==> src/rtl/core/pvsl_pkg.sv <==
`timescale 1ns / 1ps

package pvsl_pkg;

    localparam int FRAC_BITS_DEF  = 16;
    localparam int DATA_WIDTH_DEF = 32;

    localparam int CFG_W     = 31;
    localparam int PERIOD_W  = 17;
    localparam int NEAR_W    = 16;
    localparam int CFG_IDX_W = 3;

    localparam logic [CFG_IDX_W-1:0] REG_MAX_ACCEL      = 3'd0;
    localparam logic [CFG_IDX_W-1:0] REG_MAX_SPEED      = 3'd1;
    localparam logic [CFG_IDX_W-1:0] REG_TRACK_GAIN     = 3'd2;
    localparam logic [CFG_IDX_W-1:0] REG_DEAD_ZONE      = 3'd3;
    localparam logic [CFG_IDX_W-1:0] REG_STEP_PERIOD    = 3'd4;
    localparam logic [CFG_IDX_W-1:0] REG_NEAR_THRESHOLD = 3'd5;

    localparam logic [CFG_W-1:0]    RST_MAX_ACCEL      = 31'd65536;
    localparam logic [CFG_W-1:0]    RST_MAX_SPEED      = 31'd65536;
    localparam logic [CFG_W-1:0]    RST_TRACK_GAIN     = 31'd65536;
    localparam logic [CFG_W-1:0]    RST_DEAD_ZONE      = 31'd0;
    localparam logic [PERIOD_W-1:0] RST_STEP_PERIOD    = 17'd655;
    localparam logic [NEAR_W-1:0]   RST_NEAR_THRESHOLD = 16'd66;

    localparam int RAD_W       = 64;
    localparam int ROOT_W      = RAD_W / 2;
    localparam int MUL_CHUNK   = 16;
    localparam int MUL_STEPS   = RAD_W / MUL_CHUNK;
    localparam int MCNT_W      = $clog2(MUL_STEPS);
    localparam int ACC_W       = CFG_W + RAD_W;
    localparam int QUEUE_DEPTH = 2;

    typedef struct packed {
        logic [CFG_W-1:0]    max_accel;
        logic [CFG_W-1:0]    max_speed;
        logic [CFG_W-1:0]    track_gain;
        logic [CFG_W-1:0]    dead_zone;
        logic [PERIOD_W-1:0] step_period;
        logic [NEAR_W-1:0]   near_threshold;
    } pvsl_cfg_t;

    typedef enum logic {
        KIND_PROFILE = 1'b0,
        KIND_TARGET  = 1'b1
    } pvsl_kind_t;

    typedef enum logic [3:0] {
        ST_IDLE,
        ST_MUL_GAIN,
        ST_SCALE,
        ST_MUL_ACCEL,
        ST_ROOT_START,
        ST_ROOT_WAIT,
        ST_SIGN,
        ST_SLEW,
        ST_STEP,
        ST_CLAMP
    } pvsl_state_t;

endpackage

==> src/rtl/core/pvsl_if.sv <==
`timescale 1ns / 1ps

interface pvsl_item_if import pvsl_pkg::*; #(
    parameter int DATA_WIDTH = DATA_WIDTH_DEF
) ();
    logic                         valid;
    logic                         ready;
    logic                         req_type;
    logic signed [DATA_WIDTH-1:0] value;

    modport source (output valid, req_type, value, input ready);
    modport sink   (input valid, req_type, value, output ready);
endinterface

interface pvsl_result_if import pvsl_pkg::*; #(
    parameter int DATA_WIDTH = DATA_WIDTH_DEF
) ();
    logic                         valid;
    logic                         ready;
    logic signed [DATA_WIDTH-1:0] velocity_cmd;

    modport source (output valid, velocity_cmd, input ready);
    modport sink   (input valid, velocity_cmd, output ready);
endinterface

interface pvsl_cfg_if import pvsl_pkg::*; ();
    logic                 valid;
    logic                 ready;
    logic [CFG_IDX_W-1:0] index;
    logic [CFG_W-1:0]     data;

    modport source (output valid, index, data, input ready);
    modport sink   (input valid, index, data, output ready);
endinterface

==> src/rtl/core/pvsl_front.sv <==
`timescale 1ns / 1ps

module pvsl_front import pvsl_pkg::*; #(
    parameter int DATA_WIDTH = DATA_WIDTH_DEF
) (
    input  logic                         clk,
    input  logic                         rst_n,
    input  pvsl_cfg_t                    regs,
    input  logic                         item_valid,
    output logic                         item_ready,
    input  logic                         item_req_type,
    input  logic signed [DATA_WIDTH-1:0] item_value,
    output logic                         out_valid,
    input  logic                         out_ready,
    output logic [DATA_WIDTH+1:0]        out_data
);

    localparam int RW = (DATA_WIDTH > CFG_W) ? DATA_WIDTH : CFG_W;

    logic                  valid_reg, valid_next;
    pvsl_kind_t            kind_reg, kind_next;
    logic [DATA_WIDTH-1:0] value_reg, value_next;

    logic                  neg;
    logic [DATA_WIDTH-1:0] mag;
    logic [RW-1:0]         mag_w;
    logic [RW-1:0]         dz_w;
    logic [RW-1:0]         red_w;
    logic [DATA_WIDTH-1:0] red;
    logic                  accept;

    assign item_ready = !valid_reg || out_ready;
    assign accept     = item_valid && item_ready;
    assign out_valid  = valid_reg;

    always_comb
    begin
        valid_next = valid_reg;
        kind_next  = kind_reg;
        value_next = value_reg;
        if (accept)
        begin
            valid_next = 1'b1;
            kind_next  = pvsl_kind_t'(item_req_type);
            value_next = item_value;
        end
        else if (out_ready)
        begin
            valid_next = 1'b0;
        end
    end

    // shrink the error magnitude by the dead zone, floor at zero
    always_comb
    begin
        neg   = value_reg[DATA_WIDTH-1];
        mag   = neg ? (~value_reg + 1'b1) : value_reg;
        mag_w = RW'(mag);
        dz_w  = RW'(regs.dead_zone);
        red_w = (mag_w > dz_w) ? (mag_w - dz_w) : '0;
        red   = red_w[DATA_WIDTH-1:0];
    end

    always_comb
    begin
        if (kind_reg == KIND_TARGET)
        begin
            out_data = {KIND_TARGET, 1'b0, value_reg};
        end
        else if (red < DATA_WIDTH'(regs.near_threshold))
        begin
            out_data = {KIND_TARGET, 1'b0, {DATA_WIDTH{1'b0}}};
        end
        else
        begin
            out_data = {KIND_PROFILE, neg, red};
        end
    end

    always_ff @(posedge clk or negedge rst_n)
    begin
        if (!rst_n)
        begin
            valid_reg <= 1'b0;
        end
        else
        begin
            valid_reg <= valid_next;
        end
    end

    always_ff @(posedge clk)
    begin
        kind_reg  <= kind_next;
        value_reg <= value_next;
    end

endmodule

==> src/rtl/core/pvsl_queue.sv <==
`timescale 1ns / 1ps

module pvsl_queue import pvsl_pkg::*; #(
    parameter int WIDTH = DATA_WIDTH_DEF + 2
) (
    input  logic             clk,
    input  logic             rst_n,
    input  logic             in_valid,
    output logic             in_ready,
    input  logic [WIDTH-1:0] in_data,
    output logic             out_valid,
    input  logic             out_ready,
    output logic [WIDTH-1:0] out_data
);

    localparam int PTR_W = (QUEUE_DEPTH > 1) ? $clog2(QUEUE_DEPTH) : 1;
    localparam int CNT_W = $clog2(QUEUE_DEPTH + 1);

    logic [WIDTH-1:0] mem_reg [QUEUE_DEPTH];
    logic [PTR_W-1:0] wr_ptr_reg, wr_ptr_next;
    logic [PTR_W-1:0] rd_ptr_reg, rd_ptr_next;
    logic [CNT_W-1:0] count_reg, count_next;
    logic             push;
    logic             pop;

    assign in_ready  = (count_reg != CNT_W'(QUEUE_DEPTH));
    assign out_valid = (count_reg != '0);
    assign out_data  = mem_reg[rd_ptr_reg];
    assign push      = in_valid && in_ready;
    assign pop       = out_valid && out_ready;

    always_comb
    begin
        wr_ptr_next = wr_ptr_reg;
        rd_ptr_next = rd_ptr_reg;
        count_next  = count_reg;
        if (push)
        begin
            wr_ptr_next = (wr_ptr_reg == PTR_W'(QUEUE_DEPTH - 1)) ? '0 : wr_ptr_reg + 1'b1;
        end
        if (pop)
        begin
            rd_ptr_next = (rd_ptr_reg == PTR_W'(QUEUE_DEPTH - 1)) ? '0 : rd_ptr_reg + 1'b1;
        end
        if (push && !pop)
        begin
            count_next = count_reg + 1'b1;
        end
        else if (pop && !push)
        begin
            count_next = count_reg - 1'b1;
        end
    end

    always_ff @(posedge clk or negedge rst_n)
    begin
        if (!rst_n)
        begin
            wr_ptr_reg <= '0;
            rd_ptr_reg <= '0;
            count_reg  <= '0;
        end
        else
        begin
            wr_ptr_reg <= wr_ptr_next;
            rd_ptr_reg <= rd_ptr_next;
            count_reg  <= count_next;
        end
    end

    always_ff @(posedge clk)
    begin
        if (push)
        begin
            mem_reg[wr_ptr_reg] <= in_data;
        end
    end

endmodule

==> src/rtl/core/pvsl_sqrt.sv <==
`timescale 1ns / 1ps

module pvsl_sqrt import pvsl_pkg::*; (
    input  logic              clk,
    input  logic              rst_n,
    input  logic              start,
    input  logic [RAD_W-1:0]  x,
    output logic              busy,
    output logic              done,
    output logic [ROOT_W-1:0] root
);

    localparam int ITER_W = $clog2(ROOT_W);
    localparam int SH_W   = ROOT_W + 3;

    logic              busy_reg, busy_next;
    logic              done_reg, done_next;
    logic [ITER_W-1:0] cnt_reg, cnt_next;
    logic [RAD_W-1:0]  xs_reg, xs_next;
    logic [ROOT_W:0]   rem_reg, rem_next;
    logic [ROOT_W-1:0] root_reg, root_next;

    logic [SH_W-1:0]   rem_sh;
    logic [SH_W-1:0]   trial;
    logic [SH_W-1:0]   diff;
    logic              fits;

    assign busy = busy_reg;
    assign done = done_reg;
    assign root = root_reg;

    // one result bit per cycle, restoring
    always_comb
    begin
        rem_sh = {rem_reg, xs_reg[RAD_W-1 -: 2]};
        trial  = SH_W'({root_reg, 2'b01});
        diff   = rem_sh - trial;
        fits   = (rem_sh >= trial);
    end

    always_comb
    begin
        busy_next = busy_reg;
        done_next = 1'b0;
        cnt_next  = cnt_reg;
        xs_next   = xs_reg;
        rem_next  = rem_reg;
        root_next = root_reg;
        if (start && !busy_reg)
        begin
            busy_next = 1'b1;
            cnt_next  = '0;
            xs_next   = x;
            rem_next  = '0;
            root_next = '0;
        end
        else if (busy_reg)
        begin
            xs_next   = xs_reg << 2;
            rem_next  = fits ? diff[ROOT_W:0] : rem_sh[ROOT_W:0];
            root_next = {root_reg[ROOT_W-2:0], fits};
            cnt_next  = cnt_reg + 1'b1;
            if (cnt_reg == ITER_W'(ROOT_W - 1))
            begin
                busy_next = 1'b0;
                done_next = 1'b1;
            end
        end
    end

    always_ff @(posedge clk or negedge rst_n)
    begin
        if (!rst_n)
        begin
            busy_reg <= 1'b0;
            done_reg <= 1'b0;
            cnt_reg  <= '0;
        end
        else
        begin
            busy_reg <= busy_next;
            done_reg <= done_next;
            cnt_reg  <= cnt_next;
        end
    end

    always_ff @(posedge clk)
    begin
        xs_reg   <= xs_next;
        rem_reg  <= rem_next;
        root_reg <= root_next;
    end

endmodule

==> src/rtl/core/pvsl_back.sv <==
`timescale 1ns / 1ps

module pvsl_back import pvsl_pkg::*; #(
    parameter int FRAC_BITS  = FRAC_BITS_DEF,
    parameter int DATA_WIDTH = DATA_WIDTH_DEF
) (
    input  logic                         clk,
    input  logic                         rst_n,
    input  pvsl_cfg_t                    regs,
    input  logic                         q_valid,
    output logic                         q_ready,
    input  logic [DATA_WIDTH+1:0]        q_data,
    output logic                         sqrt_start,
    output logic [RAD_W-1:0]             sqrt_x,
    input  logic                         sqrt_done,
    input  logic [ROOT_W-1:0]            sqrt_root,
    output logic                         res_valid,
    input  logic                         res_ready,
    output logic signed [DATA_WIDTH-1:0] res_data
);

    localparam int DW     = DATA_WIDTH;
    localparam int DIFF_W = DW + 1;
    localparam int PROD_W = CFG_W + PERIOD_W;
    localparam int STEP_W = PROD_W - FRAC_BITS;
    localparam int NXT_W  = ((DW > STEP_W + 1) ? DW : STEP_W + 1) + 1;
    localparam int CMP_W  = (DIFF_W > STEP_W) ? DIFF_W : STEP_W;
    localparam int LIM_W  = (DW > CFG_W) ? DW : CFG_W;
    localparam int RC_W   = (DW > ROOT_W) ? DW : ROOT_W;
    localparam int PP_W   = CFG_W + MUL_CHUNK;
    localparam logic [DW-1:0] DMAX = {1'b0, {(DW - 1){1'b1}}};

    pvsl_state_t             state_reg, state_next;
    logic                    neg_reg, neg_next;
    logic [CFG_W-1:0]        opa_reg, opa_next;
    logic [RAD_W-1:0]        opb_reg, opb_next;
    logic [ACC_W-1:0]        acc_reg, acc_next;
    logic [MCNT_W-1:0]       cnt_reg, cnt_next;
    logic signed [DW-1:0]    target_reg, target_next;
    logic signed [DIFF_W-1:0] diff_reg, diff_next;
    logic signed [NXT_W-1:0] nxt_reg, nxt_next;
    logic signed [DW-1:0]    cur_reg, cur_next;
    logic                    res_valid_reg, res_valid_next;
    logic signed [DW-1:0]    res_data_reg, res_data_next;
    logic [STEP_W-1:0]       step_reg;

    logic                    load_item;
    logic                    mul_run;
    logic                    deliver;
    logic                    mul_last;
    pvsl_kind_t              q_kind;
    logic [PP_W-1:0]         pp;
    logic [RAD_W-1:0]        acc_sat;
    logic [PROD_W-1:0]       step_prod;
    logic [RC_W-1:0]         root_w;
    logic signed [DW-1:0]    mag_t;
    logic [DIFF_W-1:0]       gap_mag;
    logic                    snap;
    logic signed [NXT_W-1:0] cur_x;
    logic signed [NXT_W-1:0] step_x;
    logic [LIM_W-1:0]        lim_w;
    logic signed [DW-1:0]    lim;
    logic signed [NXT_W-1:0] lim_x;
    logic signed [DW-1:0]    clamped;

    assign q_kind    = pvsl_kind_t'(q_data[DW+1]);
    assign mul_last  = (cnt_reg == MCNT_W'(MUL_STEPS - 1));
    assign res_valid = res_valid_reg;
    assign res_data  = res_data_reg;
    assign acc_sat   = (acc_reg[ACC_W-1:RAD_W] != '0) ? '1 : acc_reg[RAD_W-1:0];
    assign sqrt_x    = acc_sat;
    assign step_prod = regs.max_accel * regs.step_period;
    assign pp        = opa_reg * opb_reg[RAD_W-1 -: MUL_CHUNK];

    always_comb
    begin
        state_next = state_reg;
        case (state_reg)
            ST_IDLE:
            begin
                if (q_valid)
                begin
                    state_next = (q_kind == KIND_PROFILE) ? ST_MUL_GAIN : ST_SLEW;
                end
            end
            ST_MUL_GAIN:   state_next = mul_last ? ST_SCALE : ST_MUL_GAIN;
            ST_SCALE:      state_next = ST_MUL_ACCEL;
            ST_MUL_ACCEL:  state_next = mul_last ? ST_ROOT_START : ST_MUL_ACCEL;
            ST_ROOT_START: state_next = ST_ROOT_WAIT;
            ST_ROOT_WAIT:  state_next = sqrt_done ? ST_SIGN : ST_ROOT_WAIT;
            ST_SIGN:       state_next = ST_SLEW;
            ST_SLEW:       state_next = ST_STEP;
            ST_STEP:       state_next = ST_CLAMP;
            ST_CLAMP:
            begin
                if (!res_valid_reg || res_ready)
                begin
                    state_next = ST_IDLE;
                end
            end
            default:       state_next = ST_IDLE;
        endcase
    end

    always_comb
    begin
        q_ready    = 1'b0;
        sqrt_start = 1'b0;
        mul_run    = 1'b0;
        deliver    = 1'b0;
        case (state_reg)
            ST_IDLE:       q_ready    = 1'b1;
            ST_MUL_GAIN:   mul_run    = 1'b1;
            ST_MUL_ACCEL:  mul_run    = 1'b1;
            ST_ROOT_START: sqrt_start = 1'b1;
            ST_CLAMP:      deliver    = !res_valid_reg || res_ready;
            default:       q_ready    = 1'b0;
        endcase
    end

    assign load_item = q_ready && q_valid;

    // root saturated to the data range, then signed
    always_comb
    begin
        root_w = RC_W'(sqrt_root);
        if (root_w > RC_W'(DMAX))
        begin
            root_w = RC_W'(DMAX);
        end
        mag_t = $signed(root_w[DW-1:0]);
    end

    always_comb
    begin
        gap_mag = diff_reg[DIFF_W-1] ? DIFF_W'(-diff_reg) : DIFF_W'(diff_reg);
        snap    = (gap_mag < DIFF_W'(regs.near_threshold))
               || (CMP_W'(gap_mag) < CMP_W'(step_reg))
               || (diff_reg == '0);
        cur_x   = NXT_W'(cur_reg);
        step_x  = $signed(NXT_W'(step_reg));
    end

    always_comb
    begin
        lim_w = LIM_W'(regs.max_speed);
        if (lim_w > LIM_W'(DMAX))
        begin
            lim_w = LIM_W'(DMAX);
        end
        lim   = $signed(lim_w[DW-1:0]);
        lim_x = NXT_W'(lim);
        if (nxt_reg > lim_x)
        begin
            clamped = lim;
        end
        else if (nxt_reg < -lim_x)
        begin
            clamped = -lim;
        end
        else
        begin
            clamped = nxt_reg[DW-1:0];
        end
    end

    always_comb
    begin
        neg_next       = neg_reg;
        opa_next       = opa_reg;
        opb_next       = opb_reg;
        acc_next       = acc_reg;
        cnt_next       = cnt_reg;
        target_next    = target_reg;
        diff_next      = diff_reg;
        nxt_next       = nxt_reg;
        cur_next       = cur_reg;
        res_valid_next = res_valid_reg;
        res_data_next  = res_data_reg;
        if (load_item)
        begin
            neg_next    = q_data[DW];
            target_next = $signed(q_data[DW-1:0]);
            opa_next    = regs.track_gain;
            opb_next    = RAD_W'(q_data[DW-1:0]);
            acc_next    = '0;
            cnt_next    = '0;
        end
        if (mul_run)
        begin
            acc_next = (acc_reg << MUL_CHUNK) + ACC_W'(pp);
            opb_next = opb_reg << MUL_CHUNK;
            cnt_next = cnt_reg + 1'b1;
        end
        if (state_reg == ST_SCALE)
        begin
            opa_next = regs.max_accel;
            opb_next = acc_sat >> FRAC_BITS;
            acc_next = '0;
            cnt_next = '0;
        end
        if (state_reg == ST_SIGN)
        begin
            target_next = neg_reg ? -mag_t : mag_t;
        end
        if (state_reg == ST_SLEW)
        begin
            diff_next = DIFF_W'(target_reg) - DIFF_W'(cur_reg);
        end
        if (state_reg == ST_STEP)
        begin
            if (snap)
            begin
                nxt_next = NXT_W'(target_reg);
            end
            else if (!diff_reg[DIFF_W-1])
            begin
                nxt_next = cur_x + step_x;
            end
            else
            begin
                nxt_next = cur_x - step_x;
            end
        end
        if (deliver)
        begin
            cur_next       = clamped;
            res_data_next  = clamped;
            res_valid_next = 1'b1;
        end
        else if (res_ready)
        begin
            res_valid_next = 1'b0;
        end
    end

    always_ff @(posedge clk or negedge rst_n)
    begin
        if (!rst_n)
        begin
            state_reg     <= ST_IDLE;
            cur_reg       <= '0;
            res_valid_reg <= 1'b0;
        end
        else
        begin
            state_reg     <= state_next;
            cur_reg       <= cur_next;
            res_valid_reg <= res_valid_next;
        end
    end

    always_ff @(posedge clk)
    begin
        neg_reg      <= neg_next;
        opa_reg      <= opa_next;
        opb_reg      <= opb_next;
        acc_reg      <= acc_next;
        cnt_reg      <= cnt_next;
        target_reg   <= target_next;
        diff_reg     <= diff_next;
        nxt_reg      <= nxt_next;
        res_data_reg <= res_data_next;
        step_reg     <= step_prod[PROD_W-1:FRAC_BITS];
    end

endmodule

==> src/rtl/core/position_to_velocity_slew_limiter.sv <==
`timescale 1ns / 1ps

// Turns a position error or a direct velocity target into a slew-limited,
// speed-clamped velocity command, one result per transfer on the item channel.
// A front stage takes items and applies the dead zone; a two-entry queue
// decouples it from the back end, which runs the square-root braking profile
// and the slew step. A velocity target goes straight to slew and clamp.
// A position error whose size less the dead zone reaches the near threshold
// first runs two chunked 31x64 multiplies and the square root at one result
// bit per cycle; a smaller one becomes a zero target. Registers are written
// on the cfg channel, which is always ready; write them only while idle.
module position_to_velocity_slew_limiter import pvsl_pkg::*; #(
    parameter int FRAC_BITS  = FRAC_BITS_DEF,
    parameter int DATA_WIDTH = DATA_WIDTH_DEF
) (
    input  logic           clk,
    input  logic           rst_n,
    pvsl_item_if.sink      item,
    pvsl_result_if.source  result,
    pvsl_cfg_if.sink       cfg
);

    pvsl_cfg_t               cfg_reg, cfg_next;

    logic                    q_in_valid;
    logic                    q_in_ready;
    logic [DATA_WIDTH+1:0]   q_in_data;
    logic                    q_out_valid;
    logic                    q_out_ready;
    logic [DATA_WIDTH+1:0]   q_out_data;
    logic                    q_pop;

    logic                    sqrt_start;
    logic [RAD_W-1:0]        sqrt_x;
    logic                    sqrt_busy;
    logic                    sqrt_done;
    logic [ROOT_W-1:0]       sqrt_root;

    assign cfg.ready = 1'b1;
    assign q_pop     = q_out_valid && q_out_ready;

    always_comb
    begin
        cfg_next = cfg_reg;
        if (cfg.valid)
        begin
            case (cfg.index)
                REG_MAX_ACCEL:      cfg_next.max_accel      = cfg.data;
                REG_MAX_SPEED:      cfg_next.max_speed      = cfg.data;
                REG_TRACK_GAIN:     cfg_next.track_gain     = cfg.data;
                REG_DEAD_ZONE:      cfg_next.dead_zone      = cfg.data;
                REG_STEP_PERIOD:    cfg_next.step_period    = cfg.data[PERIOD_W-1:0];
                REG_NEAR_THRESHOLD: cfg_next.near_threshold = cfg.data[NEAR_W-1:0];
                default:            cfg_next = cfg_reg;
            endcase
        end
    end

    always_ff @(posedge clk or negedge rst_n)
    begin
        if (!rst_n)
        begin
            cfg_reg.max_accel      <= RST_MAX_ACCEL;
            cfg_reg.max_speed      <= RST_MAX_SPEED;
            cfg_reg.track_gain     <= RST_TRACK_GAIN;
            cfg_reg.dead_zone      <= RST_DEAD_ZONE;
            cfg_reg.step_period    <= RST_STEP_PERIOD;
            cfg_reg.near_threshold <= RST_NEAR_THRESHOLD;
        end
        else
        begin
            cfg_reg <= cfg_next;
        end
    end

    pvsl_front #(
        .DATA_WIDTH (DATA_WIDTH)
    ) u_front (
        .clk           (clk),
        .rst_n         (rst_n),
        .regs          (cfg_reg),
        .item_valid    (item.valid),
        .item_ready    (item.ready),
        .item_req_type (item.req_type),
        .item_value    (item.value),
        .out_valid     (q_in_valid),
        .out_ready     (q_in_ready),
        .out_data      (q_in_data)
    );

    pvsl_queue #(
        .WIDTH (DATA_WIDTH + 2)
    ) u_queue (
        .clk       (clk),
        .rst_n     (rst_n),
        .in_valid  (q_in_valid),
        .in_ready  (q_in_ready),
        .in_data   (q_in_data),
        .out_valid (q_out_valid),
        .out_ready (q_out_ready),
        .out_data  (q_out_data)
    );

    pvsl_sqrt u_sqrt (
        .clk   (clk),
        .rst_n (rst_n),
        .start (sqrt_start),
        .x     (sqrt_x),
        .busy  (sqrt_busy),
        .done  (sqrt_done),
        .root  (sqrt_root)
    );

    pvsl_back #(
        .FRAC_BITS  (FRAC_BITS),
        .DATA_WIDTH (DATA_WIDTH)
    ) u_back (
        .clk        (clk),
        .rst_n      (rst_n),
        .regs       (cfg_reg),
        .q_valid    (q_out_valid),
        .q_ready    (q_out_ready),
        .q_data     (q_out_data),
        .sqrt_start (sqrt_start),
        .sqrt_x     (sqrt_x),
        .sqrt_done  (sqrt_done),
        .sqrt_root  (sqrt_root),
        .res_valid  (result.valid),
        .res_ready  (result.ready),
        .res_data   (result.velocity_cmd)
    );

`ifndef SYNTHESIS
    a_pop_not_during_root: assert property (@(posedge clk) disable iff (!rst_n)
        q_pop |-> !sqrt_busy)
        else $error("queue popped while root in progress");

    a_root_start_runs: assert property (@(posedge clk) disable iff (!rst_n)
        sqrt_start |=> sqrt_busy && !sqrt_done)
        else $error("root unit did not start");

    a_pop_spacing: assert property (@(posedge clk) disable iff (!rst_n)
        q_pop |=> !q_pop)
        else $error("back end took two items in a row");
`endif

endmodule
==> src/flat_wrapper.sv <==
// flat-port wrapper written by rule: the top's interface ports become plain ports
module position_to_velocity_slew_limiter_flat import pvsl_pkg::*;
#(
    parameter int FRAC_BITS  = FRAC_BITS_DEF,
    parameter int DATA_WIDTH = DATA_WIDTH_DEF
)
  (clk, rst_n, item_valid, item_req_type, item_value, item_ready, result_valid, result_velocity_cmd, result_ready, cfg_valid, cfg_index, cfg_data, cfg_ready);
  pvsl_item_if #(.DATA_WIDTH(DATA_WIDTH)) item_i ();
  pvsl_result_if #(.DATA_WIDTH(DATA_WIDTH)) result_i ();
  pvsl_cfg_if cfg_i ();
  input  logic clk;
  input  logic rst_n;
  input wire logic [$bits(item_i.valid)-1:0] item_valid;
  input wire logic [$bits(item_i.req_type)-1:0] item_req_type;
  input wire logic [$bits(item_i.value)-1:0] item_value;
  output wire logic [$bits(item_i.ready)-1:0] item_ready;
  output wire logic [$bits(result_i.valid)-1:0] result_valid;
  output wire logic [$bits(result_i.velocity_cmd)-1:0] result_velocity_cmd;
  input wire logic [$bits(result_i.ready)-1:0] result_ready;
  input wire logic [$bits(cfg_i.valid)-1:0] cfg_valid;
  input wire logic [$bits(cfg_i.index)-1:0] cfg_index;
  input wire logic [$bits(cfg_i.data)-1:0] cfg_data;
  output wire logic [$bits(cfg_i.ready)-1:0] cfg_ready;
  assign item_i.valid = item_valid;
  assign item_i.req_type = item_req_type;
  assign item_i.value = item_value;
  assign item_ready = item_i.ready;
  assign result_valid = result_i.valid;
  assign result_velocity_cmd = result_i.velocity_cmd;
  assign result_i.ready = result_ready;
  assign cfg_i.valid = cfg_valid;
  assign cfg_i.index = cfg_index;
  assign cfg_i.data = cfg_data;
  assign cfg_ready = cfg_i.ready;
  position_to_velocity_slew_limiter #(.FRAC_BITS(FRAC_BITS), .DATA_WIDTH(DATA_WIDTH)) u_core (.clk(clk), .rst_n(rst_n), .item(item_i), .result(result_i), .cfg(cfg_i));
endmodule
==> config.mk <==
export PLATFORM = sky130hd
export DESIGN_NAME = position_to_velocity_slew_limiter_flat
export DESIGN_NICKNAME = d
export VERILOG_FILES = /design/src/rtl/core/pvsl_pkg.sv /design/src/rtl/core/pvsl_if.sv /design/src/rtl/core/pvsl_front.sv /design/src/rtl/core/pvsl_queue.sv /design/src/rtl/core/pvsl_sqrt.sv /design/src/rtl/core/pvsl_back.sv /design/src/rtl/core/position_to_velocity_slew_limiter.sv /design/src/flat_wrapper.sv
export SDC_FILE = /design/constraint.sdc
export NUM_CORES = 2
export LEC_CHECK = 0
export BUFFER_PORTS_ARGS = -buffer_cell sky130_fd_sc_hd__buf_2
export CAP_MARGIN = 20
export CORE_UTILIZATION = 39
export CTS_CLUSTER_DIAMETER = 150
export DETAILED_ROUTE_END_ITERATION = 12
export GPL_ROUTABILITY_DRIVEN = 0
export GPL_TIMING_DRIVEN = 0
export PLACE_DENSITY = 0.64
export SLEW_MARGIN = 20
export SYNTH_ARGS = -nofsm -noshare
export SYNTH_HDL_FRONTEND = slang
export SYNTH_SLANG_ARGS = --single-unit
==> constraint.sdc <==
create_clock -name clk -period 10.7 [get_ports clk]
set_clock_uncertainty 0.15 [all_clocks]
set_input_delay 0.535 -clock clk [delete_from_list [all_inputs] [get_ports clk]]
set_output_delay 0.535 -clock clk [all_outputs]
set_load 0.05 [all_outputs]
---- Word level (Yosys, flattened, before mapping) ----
Memories as Yosys holds them, arrays and structs flattened.
Index checks and enable logic that the tools add are counted.
operators by class
  multipliers ............................. 2
  muxes and demuxes ....................... 55
  magnitude comparators ................... 8
  reductions and logical operators ........ 36
  eq/ne operators ......................... 19
  bitwise operators ....................... 1
  $add $sub $neg .......................... 17
operators by type and width
  kind                                            number
  two-way mux 64 bit                              5
  two-way mux 32 bit                              8
  two-way mux 95 bit                              2
  two-way mux 34 bit                              4
  adder 95 x 47 -> 95 bit                         1
  two-way mux 33 bit                              2
  two-way mux 31 bit                              2
  multiplier 31 x 17 -> 48 bit                    1
  two-way mux 48 bit                              1
  multiplier 31 x 16 -> 47 bit                    1
  one-hot mux 4 bit (10 select lines)             1
  >= comparator 35 x 34 -> 1 bit                  1
  adder 32 x 33 -> 34 bit                         1
  > comparator 34 x 32 -> 1 bit                   1
  less-than comparator 34 bit                     1
  negation 31 -> 34 bit                           1
  subtractor 32 x 33 -> 34 bit                    1
  zero test 33 bit                                1
  less-than comparator 33 x 16 -> 1 bit           1
  less-than comparator 33 x 32 -> 1 bit           1
  negation 33 bit                                 1
  subtractor 32 x 32 -> 33 bit                    1
  subtractor 33 bit                               1
  adder 32 x 1 -> 32 bit (second input constant)  1
  other kinds (37)                                97
storage, ports and cells
  output and inout bits ................... 35
  input bits .............................. 72
  bits in writable memories ............... 68
  register bits ........................... 724
  word-level logic and storage cells ...... 171
  memories kept ........................... 1
memories
  name                    words  width  rd ports  clocked after Yosys merged registers in  write ports  RTL line          text
  u_core.u_queue.mem_reg  2      34     1         0                                        1            pvsl_queue.sv:19  logic [WIDTH-1:0] mem_reg [QUEUE_DEPTH];

---- Logic depth before layout (Yosys ltp) ----
  word-level depth ........................ 8
  mapped depth ............................ 35
  gate-level depth less buffers ........... 32

---- Cells and area by module ----
A second synthesis with hierarchy kept.
unflattened totals
  cells, all modules ...................... 8329
  area, all modules ....................... 78581.6 µm²
by module, submodules not included
  module                             area an instance (µm²)  cells an instance  seq. area each (µm²)  times used
  pvsl_back                          57422.6                 6502               10164.7               1
  pvsl_sqrt                          7382.1                  726                3398.3                1
  position_to_velocity_slew_limiter  5884.4                  337                3942.5                1
  pvsl_front                         5093.6                  640                1016.0                1
  pvsl_queue                         2798.9                  124                2142.1                1

---- Worst setup path after synthesis ----
Ideal clock, no wire load.
  path type ............................... register to register
  from .................................... register u_core.u_back.opa_reg[15]
  to ...................................... register u_core.u_back.acc_reg[94]
  arrival ................................. 7.164 ns
  path buffers ............................ 2
  required time ........................... 10.476 ns
  slack ................................... 3.312 ns
  period minus slack after synthesis ...... 7.388 ns
  cell stages (with the launch flop) ...... 24
  library setup time ...................... 0.074 ns
  cell sequence ........................... edfxtp_1 clkbuf_1 and2_1 fa_1 fa_1 fa_1 fa_1 fa_1 inv_1 fa_1 inv_1 ha_1 clkbuf_1 nand4_1 or4_1 or3_1 a211o_1 a211oi_1 o21ai_0 a21oi_1 o211ai_1 or4_1 xor2_1 o21ai_0
between the ends
  word-level cells in the longest chain between the ends .. 3
RTL lines
  what                          RTL line          text
  start, declared               pvsl_back.sv:35   logic [CFG_W-1:0] opa_reg, opa_next;
  start signal, assigned        pvsl_back.sv:256  opa_reg <= opa_next;
  multiplier 31 x 16 -> 47 bit  pvsl_back.sv:73   assign pp = opa_reg * opb_reg[RAD_W-1 -: MUL_CHUNK];
  adder 95 x 47 -> 95 bit       pvsl_back.sv:191  acc_next = (acc_reg << MUL_CHUNK) + ACC_W'(pp);
  two-way mux 95 bit            pvsl_back.sv:189  if (mul_run)
  end signal, assigned          pvsl_back.sv:258  acc_reg <= acc_next;
  end, declared                 pvsl_back.sv:37   logic [ACC_W-1:0] acc_reg, acc_next;
Every way passes these cells.
A chain may end at the register's enable or synchronous reset.

---- Worst setup path in the final report ----
  from .................................... register u_core.cfg_reg[142] (netlist bit)
  to ...................................... register u_core.u_back.step_reg[29]
between the ends
  word-level cells in the longest chain between the ends .. 1
RTL lines
  what                             RTL line                                 text
  start, declared                  position_to_velocity_slew_limiter.sv:23  pvsl_cfg_t cfg_reg, cfg_next;
  start signal, assigned           position_to_velocity_slew_limiter.sv:72  cfg_reg <= cfg_next;
  multiplier 31 x 17 -> 48 bit     pvsl_back.sv:72                          assign step_prod = regs.max_accel * regs.step_period;
  via u_core.u_back.step_prod[45]  pvsl_back.sv:54                          logic [PROD_W-1:0] step_prod;
  end signal, assigned             pvsl_back.sv:264                         step_reg <= step_prod[PROD_W-1:FRAC_BITS];
  end, declared                    pvsl_back.sv:45                          logic [STEP_W-1:0] step_reg;
The timed path passes the listed nets, and every way through them passes these cells.

==> impl_metrics.env <==
export IMPL_worst_setup_path_end_kind="flop"
export IMPL_synth_async_reset_ratio_pct=26.0
export IMPL_synth_xor_area_share_pct=4.11
export IMPL_fin_crit_sh_pct=86.4
export IMPL_h_tree_depth=3
export IMPL_rrSetupSlack_ps=1450
export IMPL_fin_ws_ps=1450
export IMPL_synthCells=8216
export IMPL_synth_top_family_by_area="adder cells"
export IMPL_relSlewSlack_pct=19.0
export IMPL_clk_pin_slew_worst_paths_ps=70
export IMPL_cts_tree="yes"
export IMPL_drt_iter0_drc=6017
export IMPL_rows=161
export IMPL_worstPathRequired_ps=11140
export IMPL_clk_path_buf_depth=3
export IMPL_crit_buf_inv=5
export IMPL_fin_nets=9921
export IMPL_dieArea_sq_um=197000
export IMPL_worstSetupPathType="flop to flop"
export IMPL_yosysWarnings=0
export IMPL_syn_num_nets=9677
export IMPL_port_buffers=105
export IMPL_drive_gt1_share_pct=6.22
export IMPL_startpoint_type="flop"
export IMPL_fillCellCount=18600
export IMPL_wire_per_inst_um=21.9
export IMPL_pin_count=107
export IMPL_vias_per_cell=5.49
export IMPL_largest_register_ffs=157
export IMPL_period_needed_ps=9250
export IMPL_rsz0062_at_grt="false"
export IMPL_drv_slew=0
export IMPL_crit_top_cell="fa_1"
export IMPL_yosys_area_share_simple_pct=14.7
export IMPL_drc=0
export IMPL_yosys_most_used_dff="edfxtp_1"
export IMPL_globalRoute_totalOverflow=0
export IMPL_synthMuxAreaShare_pct=3.53
export IMPL_ant_nets=0
export IMPL_die_h_um=444
export IMPL_cts_sinks=792
export IMPL_insertion_delay_ps=750
export IMPL_grt_pass1_wl_um=369000
export IMPL_synth_compound_area_share_pct=10.6
export IMPL_chipWidth_um=444
export IMPL_final_setup_tns_ps=0
export IMPL_worstPathMaxFanout=10
export IMPL_register_area_sq_um=20700
export IMPL_hold_path_class="input port to flop"
export IMPL_cap_violations=0
export IMPL_setup_violations=0
export IMPL_crit_chain="clkbuf_1, clkbuf_1, nand2_1, fa_1, inv_1, fa_1, inv_1, fa_1, fa_1, fa_1, fa_1, inv_1, ha_1, o21a_1, o2111ai_1, nor4b_1, o41ai_1, a21boi_0, a21oi_1, o21ai_1, o21ai_0, o21ai_0, a21oi_1, xnor2_1"
export IMPL_path_delay_family="adder cells"
export IMPL_yosys_area_share_adder_pct=31.4
export IMPL_hold_viol=0
export IMPL_dp_hpwl_um=196000
export IMPL_drt_pass1_iter_count=7
export IMPL_status="completed"
export IMPL_core_area_sq_um=193000
export IMPL_arrival_ps=9690
export IMPL_grt_max_degree=90
export IMPL_initial_utilization_pct=39.4
export IMPL_final_cell_mix="inv_1 (1,325), nand2_1 (1,123), fa_1 (870), ha_1 (519), and2_1 (400)"
export IMPL_final_common_cell="inv_1"
export IMPL_synth_seq_area_share_pct=27.1
export IMPL_synth_edff_count=376
export IMPL_max_freq_ghz=0.108
export IMPL_crit_slowest_cell="nor4b_1"
export IMPL_routed_wl_um=243000
export IMPL_synthToLayoutAreaGrowth_pct=9.80
export IMPL_multi_input_area_sq_um=49100
export IMPL_syn_mean_instance_area_sq_um=9.27
export IMPL_grt_pass1_vias=60900
export IMPL_pre_cts_slack_ps=1410
export IMPL_ys_seq_elements=792
export IMPL_grt_use_total_pct=24.5
export IMPL_antenna_found_initial=19
export IMPL_route_vias_total=60800
export IMPL_synthDistinctLibCells=90
export IMPL_numCtsBuffers=90
export IMPL_worstMarginPinSlew_ps=1180
export IMPL_cts_root_buf="clkbuf_16"
export IMPL_slowest_delay_ps=620
export IMPL_syn_cell_area_sq_um=76200
==> layer usage <==
metal	GRT usage, %	up-vias	wire, um
met5	0.464	-	144
met4	14.0	6	15600
met3	4.91	585	20700
met2	38.9	2643	110000
met1	31.1	30400	96100
li1	-	27200	-
==> area by class of cell <==
cell class | instances | area share, %
antenna | 10 | 0.0299
buffer | 382 | 1.78
clock buffer | 115 | 2.90
clock inverter | 53 | 0.821
inverter | 1326 | 5.95
multi-input combinational | 5716 | 58.7
sequential | 792 | 24.7
tap | 2526 | 3.78
timing repair buffer | 152 | 1.35
==> cells by family after synthesis <==
logic type	count (synthesis)
xor gates and xnor gates	357
and+or+nand+nor	2407
muxes	243
AOI/OAI and AO/OA	1319
other	1
adders and majority gates	1389
buffers and inverters	1708
DFF	792
==> repair_timing <==
item,in CTS,in global routing
hold buffers,36,0
endpoints found under the hold margin,85,0
resized for setup,0,0
setup buffers,0,0
==> stage by stage <==
| step | hold WS, ps | instance area (sq um) | util [%] | std cells |
|---|---|---|---|---|
| 2_1_floorplan | 89.4 | 76200 | - | 8216 |
| 3_3_place_gp | 282 | 79800 | 41.3 | 10800 |
| 3_5_place_dp | 301 | 80100 | 41.5 | 10900 |
| 4_1_cts | 99.4 | 83600 | 43.3 | 11100 |
| 5_1_grt | 143 | 83600 | 43.3 | 11100 |
| 6_report | 135 | 83600 | 43.3 | 11100 |
==> synthesized netlist by cell type, drive strengths merged, types with 55 or more instances <==
cell type  instances  area [sq um]
a21o             120           901
a21oi            374          1870
and2             402          2510
clkbuf           352          1320
dfrtp            195          4880
dfxtp            210          4200
edfxtp           376         11300
fa               870         17400
ha               519          6490
inv             1325          4970
mux2             202          2270
nand2           1125          4220
nand2b            55           352
nand3            114           571
nor2             363          1370
nor3              81           405
o211ai            61           458
o21ai            398          2000
xnor2            265          2320
xor2              92           806
==> path summary, 6_finish.rpt <==
check,to,depth (start not counted),from
setup / recovery,u_core.u_back.step_reg[29]$_DFF_P_,24,u_core.cfg_reg[142]$_DFFE_PN1P_
hold / removal,u_core.cfg_reg[96]$_DFFE_PN0P_,3,cfg_data[1]
min in group asynchronous,u_core.u_back.cur_reg[25]$_DFFE_PN0P_,2,rst_n
setup reg to reg,u_core.u_back.step_reg[29]$_DFF_P_,24,u_core.cfg_reg[142]$_DFFE_PN1P_
max in group asynchronous,u_core.u_back.state_reg[1]$_DFFE_PN0P_,4,rst_n
hold reg to reg,u_core.u_back.acc_reg[79]$_SDFFE_PP0P_,2,u_core.u_back.acc_reg[79]$_SDFFE_PP0P_
==> tightest hold or removal path, delay by kind of cell <==
kind,cells,cell delay [ps]
compound gates,1,70
buf+inv,1,210
simple gates,1,100
Power is not shown: default switching activity piles up to over one toggle a cycle in this logic, so the estimate is an artifact.
